### src/hdl/rrefu_pkg.sv
// Shared constants and types for the round-robin envelope follower.
// No dependencies; every other file in hdl/ imports this package.
package rrefu_pkg;

	// Fraction bits carried by both filter states.
	localparam int FRAC_BITS = 8;

	// Configuration register indexes.
	localparam int CFG_ADDR_BITS = 2;
	localparam logic [CFG_ADDR_BITS-1:0] REG_HOLD_TICKS    = 2'd0;
	localparam logic [CFG_ADDR_BITS-1:0] REG_PEAK_COEFF    = 2'd1;
	localparam logic [CFG_ADDR_BITS-1:0] REG_ATTACK_COEFF  = 2'd2;
	localparam logic [CFG_ADDR_BITS-1:0] REG_RELEASE_COEFF = 2'd3;

	// Register widths and reset values.
	localparam int HOLD_BITS = 16;
	localparam logic [HOLD_BITS-1:0] HOLD_RESET = 16'd202;
	localparam int PEAK_COEFF_RESET    = 16734115;
	localparam int ATTACK_COEFF_RESET  = 16765569;
	localparam int RELEASE_COEFF_RESET = 16770227;

	// Queue between the front and back parts.
	localparam int QUEUE_DEPTH = 2;
	localparam int QPTR_BITS   = 1;
	localparam int QCNT_BITS   = 2;

	// Queue status seen by both sides.
	typedef struct packed {
		logic full;
		logic empty;
	} fifo_stat_t;

endpackage

### src/hdl/round_robin_envelope_follower_unit.sv
// Top level of the round-robin envelope follower: configuration registers,
// front part, queue and back part. Depends on rrefu_pkg, rrefu_front,
// rrefu_queue and rrefu_back.
//
//   Port group  Direction  Contents
//   s_axis      in         one sample per item
//   m_axis      out        env_smooth and env_peak per item
//   cfg         in         register writes, no read-back
//
// For each item the back part uses its one multiplier first for the peak
// smoother, then for the attack/release follower, each as multiply then add.
// The front part takes one sample at a time and passes the slot maximum via a
// two-entry queue, so a stalled output lets two more items in before s_axis
// stops; it takes new samples while the back part works on earlier ones.
// Reset clears all slots and filter states and loads the register defaults.
module round_robin_envelope_follower_unit #(
	parameter int SLOT_COUNT  = 4,
	parameter int SAMPLE_BITS = 24,
	parameter int COEFF_BITS  = 24
) (
	input  logic                                  clk,
	input  logic                                  arst_n,
	input  logic                                  s_axis_tvalid,
	output logic                                  s_axis_tready,
	// Fields from bit 0: sample.
	input  logic [((SAMPLE_BITS+7)/8)*8-1:0]      s_axis_tdata,
	output logic                                  m_axis_tvalid,
	input  logic                                  m_axis_tready,
	// Fields from bit 0: env_smooth, env_peak.
	output logic [((2*SAMPLE_BITS-2+7)/8)*8-1:0]  m_axis_tdata,
	input  logic                                  cfg_we,
	input  logic [rrefu_pkg::CFG_ADDR_BITS-1:0]   cfg_addr,
	input  logic [((COEFF_BITS > rrefu_pkg::HOLD_BITS) ? COEFF_BITS :
		rrefu_pkg::HOLD_BITS)-1:0]               cfg_data
);
	import rrefu_pkg::*;

	localparam int MAG_BITS = SAMPLE_BITS - 1;
	localparam int OUT_W    = ((2 * MAG_BITS + 7) / 8) * 8;

	logic [HOLD_BITS-1:0]  hold_ticks_q;
	logic [COEFF_BITS-1:0] peak_coeff_q;
	logic [COEFF_BITS-1:0] attack_coeff_q;
	logic [COEFF_BITS-1:0] release_coeff_q;

	fifo_stat_t          q_stat;
	logic                push;
	logic [MAG_BITS-1:0] push_data;
	logic                pop;
	logic [MAG_BITS-1:0] pop_data;
	logic [MAG_BITS-1:0] env_smooth;
	logic [MAG_BITS-1:0] env_peak;

	// Configuration registers.
	always_ff @(posedge clk or negedge arst_n) begin
		if (!arst_n) begin
			hold_ticks_q    <= HOLD_RESET;
			peak_coeff_q    <= COEFF_BITS'(PEAK_COEFF_RESET);
			attack_coeff_q  <= COEFF_BITS'(ATTACK_COEFF_RESET);
			release_coeff_q <= COEFF_BITS'(RELEASE_COEFF_RESET);
		end else if (cfg_we) begin
			unique case (cfg_addr)
				REG_HOLD_TICKS:    hold_ticks_q    <= cfg_data[HOLD_BITS-1:0];
				REG_PEAK_COEFF:    peak_coeff_q    <= cfg_data[COEFF_BITS-1:0];
				REG_ATTACK_COEFF:  attack_coeff_q  <= cfg_data[COEFF_BITS-1:0];
				REG_RELEASE_COEFF: release_coeff_q <= cfg_data[COEFF_BITS-1:0];
			endcase
		end
	end

	// Front part: rectifier, peak slots, hold timer and slot maximum.
	rrefu_front #(
		.SLOT_COUNT (SLOT_COUNT),
		.SAMPLE_BITS(SAMPLE_BITS)
	) u_front (
		.clk       (clk),
		.arst_n    (arst_n),
		.in_valid  (s_axis_tvalid),
		.in_ready  (s_axis_tready),
		.sample    (s_axis_tdata[SAMPLE_BITS-1:0]),
		.hold_ticks(hold_ticks_q),
		.q_stat    (q_stat),
		.push      (push),
		.push_data (push_data)
	);

	// Queue of slot maxima.
	rrefu_queue #(
		.WIDTH(MAG_BITS)
	) u_queue (
		.clk      (clk),
		.arst_n   (arst_n),
		.push     (push),
		.push_data(push_data),
		.pop      (pop),
		.pop_data (pop_data),
		.stat     (q_stat)
	);

	// Back part: both one-pole filters on a shared multiplier.
	rrefu_back #(
		.SAMPLE_BITS(SAMPLE_BITS),
		.COEFF_BITS (COEFF_BITS)
	) u_back (
		.clk          (clk),
		.arst_n       (arst_n),
		.q_stat       (q_stat),
		.q_data       (pop_data),
		.pop          (pop),
		.peak_coeff   (peak_coeff_q),
		.attack_coeff (attack_coeff_q),
		.release_coeff(release_coeff_q),
		.out_valid    (m_axis_tvalid),
		.out_ready    (m_axis_tready),
		.env_smooth   (env_smooth),
		.env_peak     (env_peak)
	);

	assign m_axis_tdata = OUT_W'({env_peak, env_smooth});

	// The back part never takes from an empty queue.
	assert property (@(posedge clk) disable iff (!arst_n) pop |-> !q_stat.empty)
		else $error("pop from empty queue");

	// The front part never pushes into a full queue.
	assert property (@(posedge clk) disable iff (!arst_n) push |-> !q_stat.full)
		else $error("push into full queue");

	// Every accepted item produces exactly one push on the next cycle.
	assert property (@(posedge clk) disable iff (!arst_n)
		(s_axis_tvalid && s_axis_tready) |=> (push && !s_axis_tready))
		else $error("accepted item not pushed");

endmodule

### src/hdl/rrefu_front.sv
// Front part: accepts samples, rectifies them, keeps the round-robin peak
// slots and hold timer, and pushes the slot maximum into the queue.
// Depends on rrefu_pkg.
module rrefu_front #(
	parameter int SLOT_COUNT  = 4,
	parameter int SAMPLE_BITS = 24
) (
	input  logic                               clk,
	input  logic                               arst_n,
	input  logic                               in_valid,
	output logic                               in_ready,
	input  logic signed [SAMPLE_BITS-1:0]      sample,
	input  logic [rrefu_pkg::HOLD_BITS-1:0]    hold_ticks,
	input  rrefu_pkg::fifo_stat_t              q_stat,
	output logic                               push,
	output logic [SAMPLE_BITS-2:0]             push_data
);
	import rrefu_pkg::*;

	localparam int MAG_BITS = SAMPLE_BITS - 1;
	localparam int IDX_BITS = $clog2(SLOT_COUNT);
	localparam int SLOT_P2  = 1 << IDX_BITS;

	logic [MAG_BITS-1:0]  slot_q [SLOT_P2];
	logic [IDX_BITS-1:0]  idx_q;
	logic [HOLD_BITS-1:0] hold_q;
	logic                 busy_q;

	logic                  accept;
	logic [SAMPLE_BITS-1:0] neg;
	logic [MAG_BITS-1:0]   mag;
	logic                  advance;
	logic [IDX_BITS-1:0]   next_idx;
	logic [MAG_BITS-1:0]   lvl [IDX_BITS+1][SLOT_P2];

	// One sample at a time; the maximum is pushed the cycle after accept.
	assign in_ready = !busy_q && !q_stat.full;
	assign accept   = in_valid && in_ready;
	assign push     = busy_q;

	// Rectify, saturating the most negative sample.
	always_comb begin
		neg = (~sample) + SAMPLE_BITS'(1);
		if (!sample[SAMPLE_BITS-1]) begin
			mag = sample[MAG_BITS-1:0];
		end else if (neg[SAMPLE_BITS-1]) begin
			mag = '1;
		end else begin
			mag = neg[MAG_BITS-1:0];
		end
	end

	// Hold timer decides whether the active slot moves on.
	assign advance  = !(hold_q < hold_ticks);
	assign next_idx = (idx_q == IDX_BITS'(SLOT_COUNT - 1)) ? '0 : idx_q + IDX_BITS'(1);

	always_ff @(posedge clk or negedge arst_n) begin
		if (!arst_n) begin
			busy_q <= 1'b0;
			idx_q  <= '0;
			hold_q <= '0;
			for (int i = 0; i < SLOT_P2; i++) begin
				slot_q[i] <= '0;
			end
		end else begin
			busy_q <= accept;
			if (accept) begin
				if (advance) begin
					idx_q  <= next_idx;
					hold_q <= '0;
				end else begin
					hold_q <= hold_q + HOLD_BITS'(1);
				end
				for (int i = 0; i < SLOT_P2; i++) begin
					if (advance && next_idx == IDX_BITS'(i)) begin
						slot_q[i] <= '0;
					end else if (idx_q == IDX_BITS'(i) && mag > slot_q[i]) begin
						slot_q[i] <= mag;
					end
				end
			end
		end
	end

	// Pairwise maximum tree over the slots; unused padding slots stay zero.
	always_comb begin
		for (int i = 0; i < SLOT_P2; i++) begin
			lvl[0][i] = slot_q[i];
		end
		for (int l = 0; l < IDX_BITS; l++) begin
			for (int i = 0; i < SLOT_P2; i++) begin
				lvl[l+1][i] = '0;
			end
			for (int i = 0; i < (SLOT_P2 >> (l + 1)); i++) begin
				lvl[l+1][i] = (lvl[l][2*i] > lvl[l][2*i+1]) ? lvl[l][2*i] : lvl[l][2*i+1];
			end
		end
		push_data = lvl[IDX_BITS][0];
	end

endmodule

### src/hdl/rrefu_queue.sv
// Two-entry queue carrying slot maxima from the front to the back part.
// Depends on rrefu_pkg.
module rrefu_queue #(
	parameter int WIDTH = 23
) (
	input  logic                  clk,
	input  logic                  arst_n,
	input  logic                  push,
	input  logic [WIDTH-1:0]      push_data,
	input  logic                  pop,
	output logic [WIDTH-1:0]      pop_data,
	output rrefu_pkg::fifo_stat_t stat
);
	import rrefu_pkg::*;

	logic [WIDTH-1:0]     entry_q [QUEUE_DEPTH];
	logic [QPTR_BITS-1:0] wr_ptr_q;
	logic [QPTR_BITS-1:0] rd_ptr_q;
	logic [QCNT_BITS-1:0] count_q;

	assign stat.full  = (count_q == QCNT_BITS'(QUEUE_DEPTH));
	assign stat.empty = (count_q == '0);
	assign pop_data   = entry_q[rd_ptr_q];

	// Entries hold payload only.
	always_ff @(posedge clk) begin
		if (push) begin
			entry_q[wr_ptr_q] <= push_data;
		end
	end

	// Pointers wrap naturally since the depth is a power of two.
	always_ff @(posedge clk or negedge arst_n) begin
		if (!arst_n) begin
			wr_ptr_q <= '0;
			rd_ptr_q <= '0;
			count_q  <= '0;
		end else begin
			if (push) begin
				wr_ptr_q <= wr_ptr_q + QPTR_BITS'(1);
			end
			if (pop) begin
				rd_ptr_q <= rd_ptr_q + QPTR_BITS'(1);
			end
			if (push && !pop) begin
				count_q <= count_q + QCNT_BITS'(1);
			end else if (pop && !push) begin
				count_q <= count_q - QCNT_BITS'(1);
			end
		end
	end

endmodule

### src/hdl/rrefu_back.sv
// Back part: runs the peak smoother and the attack/release follower on one
// shared multiplier and holds the output register.
// Depends on rrefu_pkg.
module rrefu_back #(
	parameter int SAMPLE_BITS = 24,
	parameter int COEFF_BITS  = 24
) (
	input  logic                   clk,
	input  logic                   arst_n,
	input  rrefu_pkg::fifo_stat_t  q_stat,
	input  logic [SAMPLE_BITS-2:0] q_data,
	output logic                   pop,
	input  logic [COEFF_BITS-1:0]  peak_coeff,
	input  logic [COEFF_BITS-1:0]  attack_coeff,
	input  logic [COEFF_BITS-1:0]  release_coeff,
	output logic                   out_valid,
	input  logic                   out_ready,
	output logic [SAMPLE_BITS-2:0] env_smooth,
	output logic [SAMPLE_BITS-2:0] env_peak
);
	import rrefu_pkg::*;

	localparam int MAG_BITS   = SAMPLE_BITS - 1;
	localparam int LEVEL_BITS = MAG_BITS + FRAC_BITS;
	localparam int PROD_BITS  = LEVEL_BITS + COEFF_BITS;

	// Sequencer states.
	localparam logic [1:0] ST_MUL1 = 2'd0;
	localparam logic [1:0] ST_ACC1 = 2'd1;
	localparam logic [1:0] ST_MUL2 = 2'd2;
	localparam logic [1:0] ST_ACC2 = 2'd3;

	logic [1:0]            state_q;
	logic [LEVEL_BITS-1:0] peak_q;
	logic [LEVEL_BITS-1:0] smooth_q;
	logic [LEVEL_BITS-1:0] tgt_q;
	logic [PROD_BITS-1:0]  prod_q;
	logic                  dir_q;
	logic                  out_valid_q;
	logic [MAG_BITS-1:0]   env_smooth_q;
	logic [MAG_BITS-1:0]   env_peak_q;

	logic [LEVEL_BITS-1:0] op_t;
	logic [LEVEL_BITS-1:0] op_old;
	logic [COEFF_BITS-1:0] op_c;
	logic                  op_ge;
	logic [LEVEL_BITS-1:0] op_diff;
	logic [PROD_BITS-1:0]  mul;
	logic [LEVEL_BITS-1:0] acc_t;
	logic [LEVEL_BITS-1:0] acc_q;
	logic                  acc_rem;
	logic [LEVEL_BITS-1:0] acc_new;
	logic                  out_free;

	assign out_valid  = out_valid_q;
	assign env_smooth = env_smooth_q;
	assign env_peak   = env_peak_q;
	assign out_free   = !out_valid_q || out_ready;
	assign pop        = (state_q == ST_MUL1) && !q_stat.empty;

	// Multiply step: operands of the peak smoother or of the follower.
	always_comb begin
		if (state_q == ST_MUL2) begin
			op_t   = peak_q;
			op_old = smooth_q;
			op_c   = (peak_q > smooth_q) ? attack_coeff : release_coeff;
		end else begin
			op_t   = {q_data, {FRAC_BITS{1'b0}}};
			op_old = peak_q;
			op_c   = peak_coeff;
		end
		op_ge   = (op_old >= op_t);
		op_diff = op_ge ? (op_old - op_t) : (op_t - op_old);
		mul     = PROD_BITS'(op_diff) * PROD_BITS'(op_c);
	end

	// Accumulate step: floor above the target, ceiling below it.
	always_comb begin
		acc_t   = (state_q == ST_ACC1) ? tgt_q : peak_q;
		acc_q   = prod_q[PROD_BITS-1:COEFF_BITS];
		acc_rem = |prod_q[COEFF_BITS-1:0];
		acc_new = dir_q ? (acc_t + acc_q) : (acc_t - acc_q - LEVEL_BITS'(acc_rem));
	end

	// Payload registers.
	always_ff @(posedge clk) begin
		unique case (state_q)
			ST_MUL1: begin
				tgt_q  <= op_t;
				prod_q <= mul;
				dir_q  <= op_ge;
			end
			ST_MUL2: begin
				prod_q <= mul;
				dir_q  <= op_ge;
			end
			ST_ACC1: begin
			end
			ST_ACC2: begin
				if (out_free) begin
					env_smooth_q <= acc_new[LEVEL_BITS-1:FRAC_BITS];
					env_peak_q   <= peak_q[LEVEL_BITS-1:FRAC_BITS];
				end
			end
		endcase
	end

	// Sequencer, filter states and output handshake.
	always_ff @(posedge clk or negedge arst_n) begin
		if (!arst_n) begin
			state_q     <= ST_MUL1;
			peak_q      <= '0;
			smooth_q    <= '0;
			out_valid_q <= 1'b0;
		end else begin
			if (out_ready) begin
				out_valid_q <= 1'b0;
			end
			unique case (state_q)
				ST_MUL1: begin
					if (!q_stat.empty) begin
						state_q <= ST_ACC1;
					end
				end
				ST_ACC1: begin
					peak_q  <= acc_new;
					state_q <= ST_MUL2;
				end
				ST_MUL2: begin
					state_q <= ST_ACC2;
				end
				ST_ACC2: begin
					if (out_free) begin
						smooth_q    <= acc_new;
						out_valid_q <= 1'b1;
						state_q     <= ST_MUL1;
					end
				end
			endcase
		end
	end

endmodule
### config.mk
export PLATFORM = sky130hd
export DESIGN_NAME = round_robin_envelope_follower_unit
export DESIGN_NICKNAME = d
export VERILOG_FILES = /design/src/hdl/rrefu_pkg.sv /design/src/hdl/round_robin_envelope_follower_unit.sv /design/src/hdl/rrefu_front.sv /design/src/hdl/rrefu_queue.sv /design/src/hdl/rrefu_back.sv
export SDC_FILE = /design/constraint.sdc
export NUM_CORES = 2
export LEC_CHECK = 0
export ABC_AREA = 1
export BUFFER_PORTS_ARGS = -buffer_cell sky130_fd_sc_hd__buf_2
export CORE_ASPECT_RATIO = 1.5
export CORE_MARGIN = 1.5
export CORE_UTILIZATION = 55
export CTS_CLUSTER_SIZE = 25
export DETAILED_ROUTE_END_ITERATION = 10
export MAX_ROUTING_LAYER = met4
export PLACE_DENSITY = 0.81
export SLEW_MARGIN = 5
export SYNTH_ARGS = -nofsm -noshare
export SYNTH_HDL_FRONTEND = slang
export SYNTH_HIERARCHICAL = 1
export SYNTH_SLANG_ARGS = --single-unit
export TNS_END_PERCENT = 20
### constraint.sdc
create_clock -name clk -period 13.4 [get_ports clk]
set_clock_uncertainty 0.1 [all_clocks]
set_input_delay 2.01 -clock clk [delete_from_list [all_inputs] [get_ports clk]]
set_output_delay 2.01 -clock clk [all_outputs]
set_load 0.005 [all_outputs]
After elaboration in Yosys (flattened, before gate mapping)
Memories as Yosys holds them, arrays and structs flattened.
Cells that the tools add are included.
{"block": "totals", "ramBits": 46, "mem_count": 1, "register_bits": 401}
{"memory": "u_queue.entry_q", "depth": 2, "width": 23, "read_ports": 1, "rd_ports_with_merged_regs": 0, "wr": 1, "line_no": "rrefu_queue.sv:16", "text": "logic [WIDTH-1:0] entry_q [QUEUE_DEPTH];"}
{"block": "op_classes", "multipliers": 1, "bitwise_logic": 2, "mux": 32, "n_reduce_logical": 43, "addsub": 12, "n_lt_le_gt_ge": 10, "eq_ne": 15}
{"cell": "$mux 23", "n": 13}
{"cell": "$gt 23x23->1", "n": 7}
{"cell": "$mux 31", "n": 5}
{"cell": "$sub 31x31->31", "n": 3}
{"cell": "$mul 31x24->55", "n": 1}
{"cell": "$mux 24", "n": 2}
{"cell": "$add 31x31->31", "n": 1}
{"cell": "$ge 31x31->1", "n": 1}
{"cell": "$gt 31x31->1", "n": 1}
{"cell": "$sub 31x1->31", "n": 1}
{"cell": "$add 24x2->24 const B", "n": 1}
{"cell": "$not 24->24", "n": 1}
{"cell": "$reduce_or 24->1", "n": 1}
{"cell": "$reduce_and 2->1", "n": 11}
{"cell": "$eq 2x2->1 const B", "n": 9}
{"cell": "$add 16x1->16 const B", "n": 1}
{"cell": "$lt 16x16->1", "n": 1}
{"cell": "$mux 16", "n": 1}
{"cell": "$logic_and 1x1->1", "n": 13}
{"cell": "$logic_not 2->1", "n": 5}
{"cell": "$mux 2", "n": 5}
{"cell": "$reduce_bool 2->1", "n": 5}
{"cell": "$eq 2x1->1 const B", "n": 4}
{"cell": "$pmux 2 s4", "n": 1}
{"cell": "other kinds (10)", "n": 21}

Depth between registers and ports, before layout
{"block": "depth", "word_depth": 8, "mapped_depth": 53}

Modules after synthesis
Netlist, hierarchy kept.
{"module": "rrefu_back", "n_inst": 1, "cells_per_inst": 5559, "seq_area_each_um2": 5620.4, "area_per_inst_um2": 42045.3}
{"module": "rrefu_front", "n_inst": 1, "cells_per_inst": 1734, "seq_area_each_um2": 2777.7, "area_per_inst_um2": 11925.2}
{"module": "round_robin_envelope_follower_unit", "n_inst": 1, "cells_per_inst": 396, "seq_area_each_um2": 2267.2, "area_per_inst_um2": 3777.4}
{"module": "rrefu_queue", "n_inst": 1, "cells_per_inst": 97, "seq_area_each_um2": 1481.4, "area_per_inst_um2": 1969.4}

Worst setup path before layout
Ideal clock, no wire load.
{"block": "synth_timing", "path_kind": "register to register", "startpoint": "register u_back.state_q[0]", "endpoint": "register u_back.prod_q[44], data pin", "stages_incl_launch_ff": 46, "path_buffers": 8, "arrival_time_ps": 8991, "slack_ps": 4057, "synth_period_minus_slack_ps": 9343, "cell_sequence": "dfrtp_1 -> inv_1 -> ha_1 -> buf_2 -> clkbuf_1 -> clkbuf_1 -> clkbuf_1 -> nand2_1 -> ha_1 -> clkbuf_1 -> nand2_1 -> nor2_1 -> nand2_1 -> nand2_1 -> nand3_1 -> nand3_2 -> nand3_1 -> nand2_2 -> [... 10 more ...] -> fa_1 -> fa_1 -> inv_1 -> fa_1 -> fa_1 -> inv_1 -> fa_1 -> inv_1 -> ha_1 -> nand2_1 -> nor2_1 -> nand2_1 -> o21ai_0 -> a21boi_0 -> o21ai_0 -> nand2_1 -> nand3_1 -> nand2_1"}
{"block": "synth_via", "elab_chain_cells": 5}
{"element": "start, declared", "line_no": "rrefu_back.sv:33", "text": "logic [1:0] state_q;"}
{"element": "start signal, assigned", "line_no": "rrefu_back.sv:111", "text": "state_q <= ST_MUL1;"}
{"element": "start signal, assigned", "line_no": "rrefu_back.sv:122", "text": "state_q <= ST_ACC1;"}
{"element": "start signal, assigned", "line_no": "rrefu_back.sv:127", "text": "state_q <= ST_MUL2;"}
{"element": "$eq 2x2->1 *", "line_no": "rrefu_back.sv:63", "text": "if (state_q == ST_MUL2) begin"}
{"element": "$mux 31", "line_no": "rrefu_back.sv:63"}
{"element": "$sub 31x31->31 or $ge 31x31->1 (tied branches)", "line_no": "rrefu_back.sv:73, rrefu_back.sv:72"}
{"element": "$mux 31", "line_no": "rrefu_back.sv:73", "text": "op_diff = op_ge ? (op_old - op_t) : (op_t - op_old);"}
{"element": "$mul 31x24->55 *", "line_no": "rrefu_back.sv:74", "text": "mul = PROD_BITS'(op_diff) * PROD_BITS'(op_c);"}
{"element": "named net u_back.mul[44]", "line_no": "rrefu_back.sv:48", "text": "logic [PROD_BITS-1:0] mul;"}
{"element": "end signal, assigned", "line_no": "rrefu_back.sv:90", "text": "prod_q <= mul;"}
{"element": "end signal, assigned", "line_no": "rrefu_back.sv:94", "text": "prod_q <= mul;"}
{"element": "end, declared", "line_no": "rrefu_back.sv:37", "text": "logic [PROD_BITS-1:0] prod_q;"}
Mark *: on every way through the listed nets, which the timed path passes. The rest lies on a longest branch.
A chain may end at the register's enable or synchronous reset.

Worst setup path after layout
{"block": "layout_timing", "startpoint": "register u_back.state_q[0]", "endpoint": "register u_back.prod_q[38], data pin"}
Same word-level chain as after synthesis.

==> results by stage <==
Logic synthesis:
- Sequential elements use 20.3% of the synthesized area.
- The top-area cell type share of the netlist area is 21.5%.
- The synthesis warning total is 6.
- The count of cell types in the netlist is 65.
- Synthesis inferred 447 register bits.
- Sorting the synthesized cells by area gives the leading types as sky130_fd_sc_hd__fa_1 (21%), sky130_fd_sc_hd__ha_1 (11%), sky130_fd_sc_hd__nand2_1 (11%), sky130_fd_sc_hd__dfrtp_1 (9.1%), sky130_fd_sc_hd__inv_1 (9.1%).
- The post-synthesis instance total is 7,786.
- Counting flops with a built-in enable in the synthesized netlist gives 179.
- Yosys instantiated no cell more often than sky130_fd_sc_hd__nand2_1.
- The synthesized netlist occupies a cell area of 59,700 sq um.
- Counting instances in the post-synthesis netlist gives the leading cell types as sky130_fd_sc_hd__nand2_1 (1,774), sky130_fd_sc_hd__inv_1 (1,440), sky130_fd_sc_hd__nor2_1 (794).
- In this run the mean area of a mapped cell was 7.67 sq um.
- The synthesized design spends more area on one cell type than any other, namely sky130_fd_sc_hd__fa_1.
- The most used flip-flop cell after synthesis is sky130_fd_sc_hd__dfrtp_1.
- Counting flops with an async set or reset pin after synthesis yields a share of 60.0%.

STA:
- For this run, the top clock speed supported by timing is 82.4 MHz.
- Setup repair after global routing left no endpoint under its margin.
- Of the available clock period, the critical path in the final layout requires 90.5%.
- The worst max-slew margin expressed relative to the limit is 11.1%.
- The final hold violation count came to 0.
- At the pin with the least slew margin, the transition time is 1.33 ns.
- Summed over all failing endpoints, the final setup total negative slack is 0 ns.
- The final count of negative-setup-slack endpoints is 0.
- The smallest clock period supported by the final layout is computed as 12.13 ns.
- The number of max-slew violations in the final report is 0.

Clocking:
- The count of instances resized after the clock tree is built is 0.
- The maximum clock insertion buffer count is 3.
- For this design, the CTS-stage hold fixing added 0 buffers.
- TritonCTS built the clock tree.
- For the worst-skew pair, the clock arrives at the later sink with an insertion delay of 0.65 ns.
- Buffers inserted during clock tree synthesis total 47.
- The H-tree level count is 2.
- The number of setup buffers added after CTS is 0.
- The clock-pin transition on the worst setup and hold timing paths is 0.07 ns.
- Counting every sink on the clock net gives 447.
- The cell sitting at the root of the clock tree is a sky130_fd_sc_hd__clkbuf_16.

Die:
- The overall die width is 272 um.
- The floorplan core area is 107,000 sq um.
- Once the floorplan was initialized, standard cells occupied 55.6% of the core.
- The die height is 407 um.
- The number of placed I/O pins is 105.
- The die area is 111,000 sq um.
- The number of rows in the core area is 147.

Setup path:
- Among cell families on the critical path, the largest total delay comes from adder cells.
- Along the worst path, the maximum fanout reaches 46.
- In this run the number of cells on the critical path is 42.
- Data on the critical path arrives at its endpoint at 12.49 ns.
- At the worst endpoint, the required time is 13.76 ns.
- The largest single stage delay on the critical path is 0.78 ns.
- By startpoint and endpoint, the worst setup path is classified as reg2reg.
- The number of cells on the worst reg-to-reg path is 42.
- STA classifies the critical path endpoint as a register.
- The worst setup path is launched from a register.
- The combined buffer and inverter count along the critical path is 12.
- The worst-path cell with the longest stage delay is sky130_fd_sc_hd__ha_2.

Placement:
- The detailed-placement wirelength estimate is 167,000 um.
- Input and output buffers added on the ports amount to 102.
- At the end of routability-driven placement, the weighted congestion stood at 1.05.
- Once placement completed, the tool counted placed cells totaling 9,093.

Cells and area:
- Relative to the synthesized area, the layout overhead comes to 4.81%.
- In the final layout, the share of cells above drive strength 1 is 6.73%.
- The final standard cell count with taps included and fillers excluded is 9,185.
- At the end of the flow, the number of nets in the layout was 8,970.
- Fill cells in the final layout number 9,983.
- The multi-input combinational cells in the finished layout cover a total of 40,500 sq um.
- The area taken by flip-flops and latches is 12,100 sq um.

Routing:
- For this run, design rule violations remaining after detail routing come to 0.
- The average wire per cell in the routed design is 22.5 um.
- The first detailed-routing pass took 8 iterations.
- The detailed router finished its first iteration with 4,852 violations.
- The routed design has 206,000 um of wire.
- The detail route stage leaves a number of antenna-violating nets equal to 0.
- The via count is 53,200.
- Dividing the detail-routed via count by the number of cells gives 5.80.

Global route:
- The final global-route overflow total is 0.
- The first-pass GRT wire length is 311,000 um.
- The initial antenna violation count is 4.
- The number of global-route vias before repair is 53,700.
- The aggregate global-route resource usage is 38.4%.
- The maximum number of pins on one net before global-route repair is 107.

Job:
- The number of max-cap violations is 0.

Min path:
- The path class of the tightest hold or removal check is reg2reg.
- The instance count along the most critical hold path is 2.

Run status:
- The run finished with clean final reports.
[layout make-up]
| class | instances | share of cell area (%) |
|---|---|---|
| clock inverters | 32 | 0.622 |
| flip-flops and latches | 447 | 19.4 |
| clock buffers | 56 | 1.97 |
| inverters | 1461 | 8.78 |
| repair buffers | 178 | 1.74 |
| diodes | 4 | 0.0160 |
| well taps | 1415 | 2.83 |
| multi-input cells | 5592 | 64.6 |
[stage by stage]
step                      hold WS (ns)  setup slack [ns]  cell area [sq um]  utilization (%)
final                            0.362              1.27              62600             58.3
after global placement           0.351              1.50              61000             56.8
after floorplan                  0.340              4.06              59700                -
after detailed placement         0.353              1.41              61000             56.8
after global routing             0.375             0.643              62600             58.3
after CTS                        0.363              1.38              62600             58.3
[flip-flops by register name (all words and copies together) (netlist names), 2 cells and up]
register           cells
u_back/env_smooth     23
u_front/lvl           92
release_coeff_q       24
u_back/tgt_q          31
attack_coeff_q        24
u_queue/entry_q       46
u_back/smooth_q       31
u_back/state_q         2
hold_ticks_q          16
u_queue/count_q        2
peak_coeff_q          24
u_back/prod_q         55
u_back/peak_q         31
u_back/env_peak       23
u_front/hold_q        16
u_front/idx_q          2
[cell families after synthesis]
family / Yosys count / share of synthesized area, %
multiplexers: 26 / 0.603
flip-flops: 447 / 20.3
AND/OR/NAND/NOR: 3536 / 25.7
XOR/XNOR: 101 / 1.48
adder cells (fa/ha/maj): 1188 / 32.9
buffers and inverters: 1748 / 12.1
AO/OA/AOI/OAI: 739 / 6.91
other: 1 / 0.00628
[worst reg2reg max path, delay by kind of cell (launching register included)]
family	cells	cell delay [ns]
compound gates	4	1.12
xor+xnor	1	0.25
fa+ha+maj	10	5.22
buf+inv	12	2.25
simple gates	15	2.60
flops	1	0.41
[layout by cell type, fill, tap and decap left out, types with 15 or more instances in the layout]
cell type	synthesis	layout
sky130_fd_sc_hd__fa_1	641	641
sky130_fd_sc_hd__nor2_2	32	34
sky130_fd_sc_hd__and2_1	27	27
sky130_fd_sc_hd__ha_1	547	544
sky130_fd_sc_hd__xor2_1	80	80
sky130_fd_sc_hd__o21a_1	27	27
sky130_fd_sc_hd__clkbuf_16	0	47
sky130_fd_sc_hd__a21o_1	21	21
sky130_fd_sc_hd__o21ai_0	250	249
sky130_fd_sc_hd__nand2_2	34	35
sky130_fd_sc_hd__buf_2	119	101
sky130_fd_sc_hd__nand2_1	1774	1773
sky130_fd_sc_hd__mux2_4	19	19
sky130_fd_sc_hd__nand4_1	214	214
sky130_fd_sc_hd__nand3_1	521	521
sky130_fd_sc_hd__inv_2	14	15
sky130_fd_sc_hd__nor3_1	34	34
sky130_fd_sc_hd__xnor2_1	21	21
sky130_fd_sc_hd__a21oi_1	329	329
sky130_fd_sc_hd__o21bai_1	60	57
sky130_fd_sc_hd__dfstp_2	52	52
sky130_fd_sc_hd__dfrtp_1	216	216
sky130_fd_sc_hd__nand3_2	31	31
sky130_fd_sc_hd__nor4_1	18	18
sky130_fd_sc_hd__buf_4	58	76
sky130_fd_sc_hd__inv_1	1440	1439
sky130_fd_sc_hd__nor2_1	794	787
sky130_fd_sc_hd__edfxtp_1	179	179
sky130_fd_sc_hd__nand2_4	21	21
[final timing paths]
kind,startpoint,to,slack [ns]
max in group asynchronous,arst_n,u_back/smooth_q[15]$_DFFE_PN0P_,9.74
min,attack_coeff_q[16]$_DFFE_PN1P_,attack_coeff_q[16]$_DFFE_PN1P_,0.36
max,u_back/state_q[0]$_DFFE_PN0P_,u_back/prod_q[38]$_DFFE_PP_,1.27
min reg2reg,attack_coeff_q[16]$_DFFE_PN1P_,attack_coeff_q[16]$_DFFE_PN1P_,0.36
min in group asynchronous,arst_n,u_front/hold_q[11]$_DFFE_PN0P_,1.31
max reg2reg,u_back/state_q[0]$_DFFE_PN0P_,u_back/prod_q[38]$_DFFE_PP_,1.27
[layer usage]
metal	vias up	routed length, um	global-route usage, %
met5	-	0	-
met4	0	18700	27.8
met3	860	15600	5.42
met2	2639	98700	63.7
met1	25500	73300	42.5
li1	24200	-	-
Power is not shown: default switching activity piles up to over one toggle a cycle in this logic, so the estimate is an artifact.
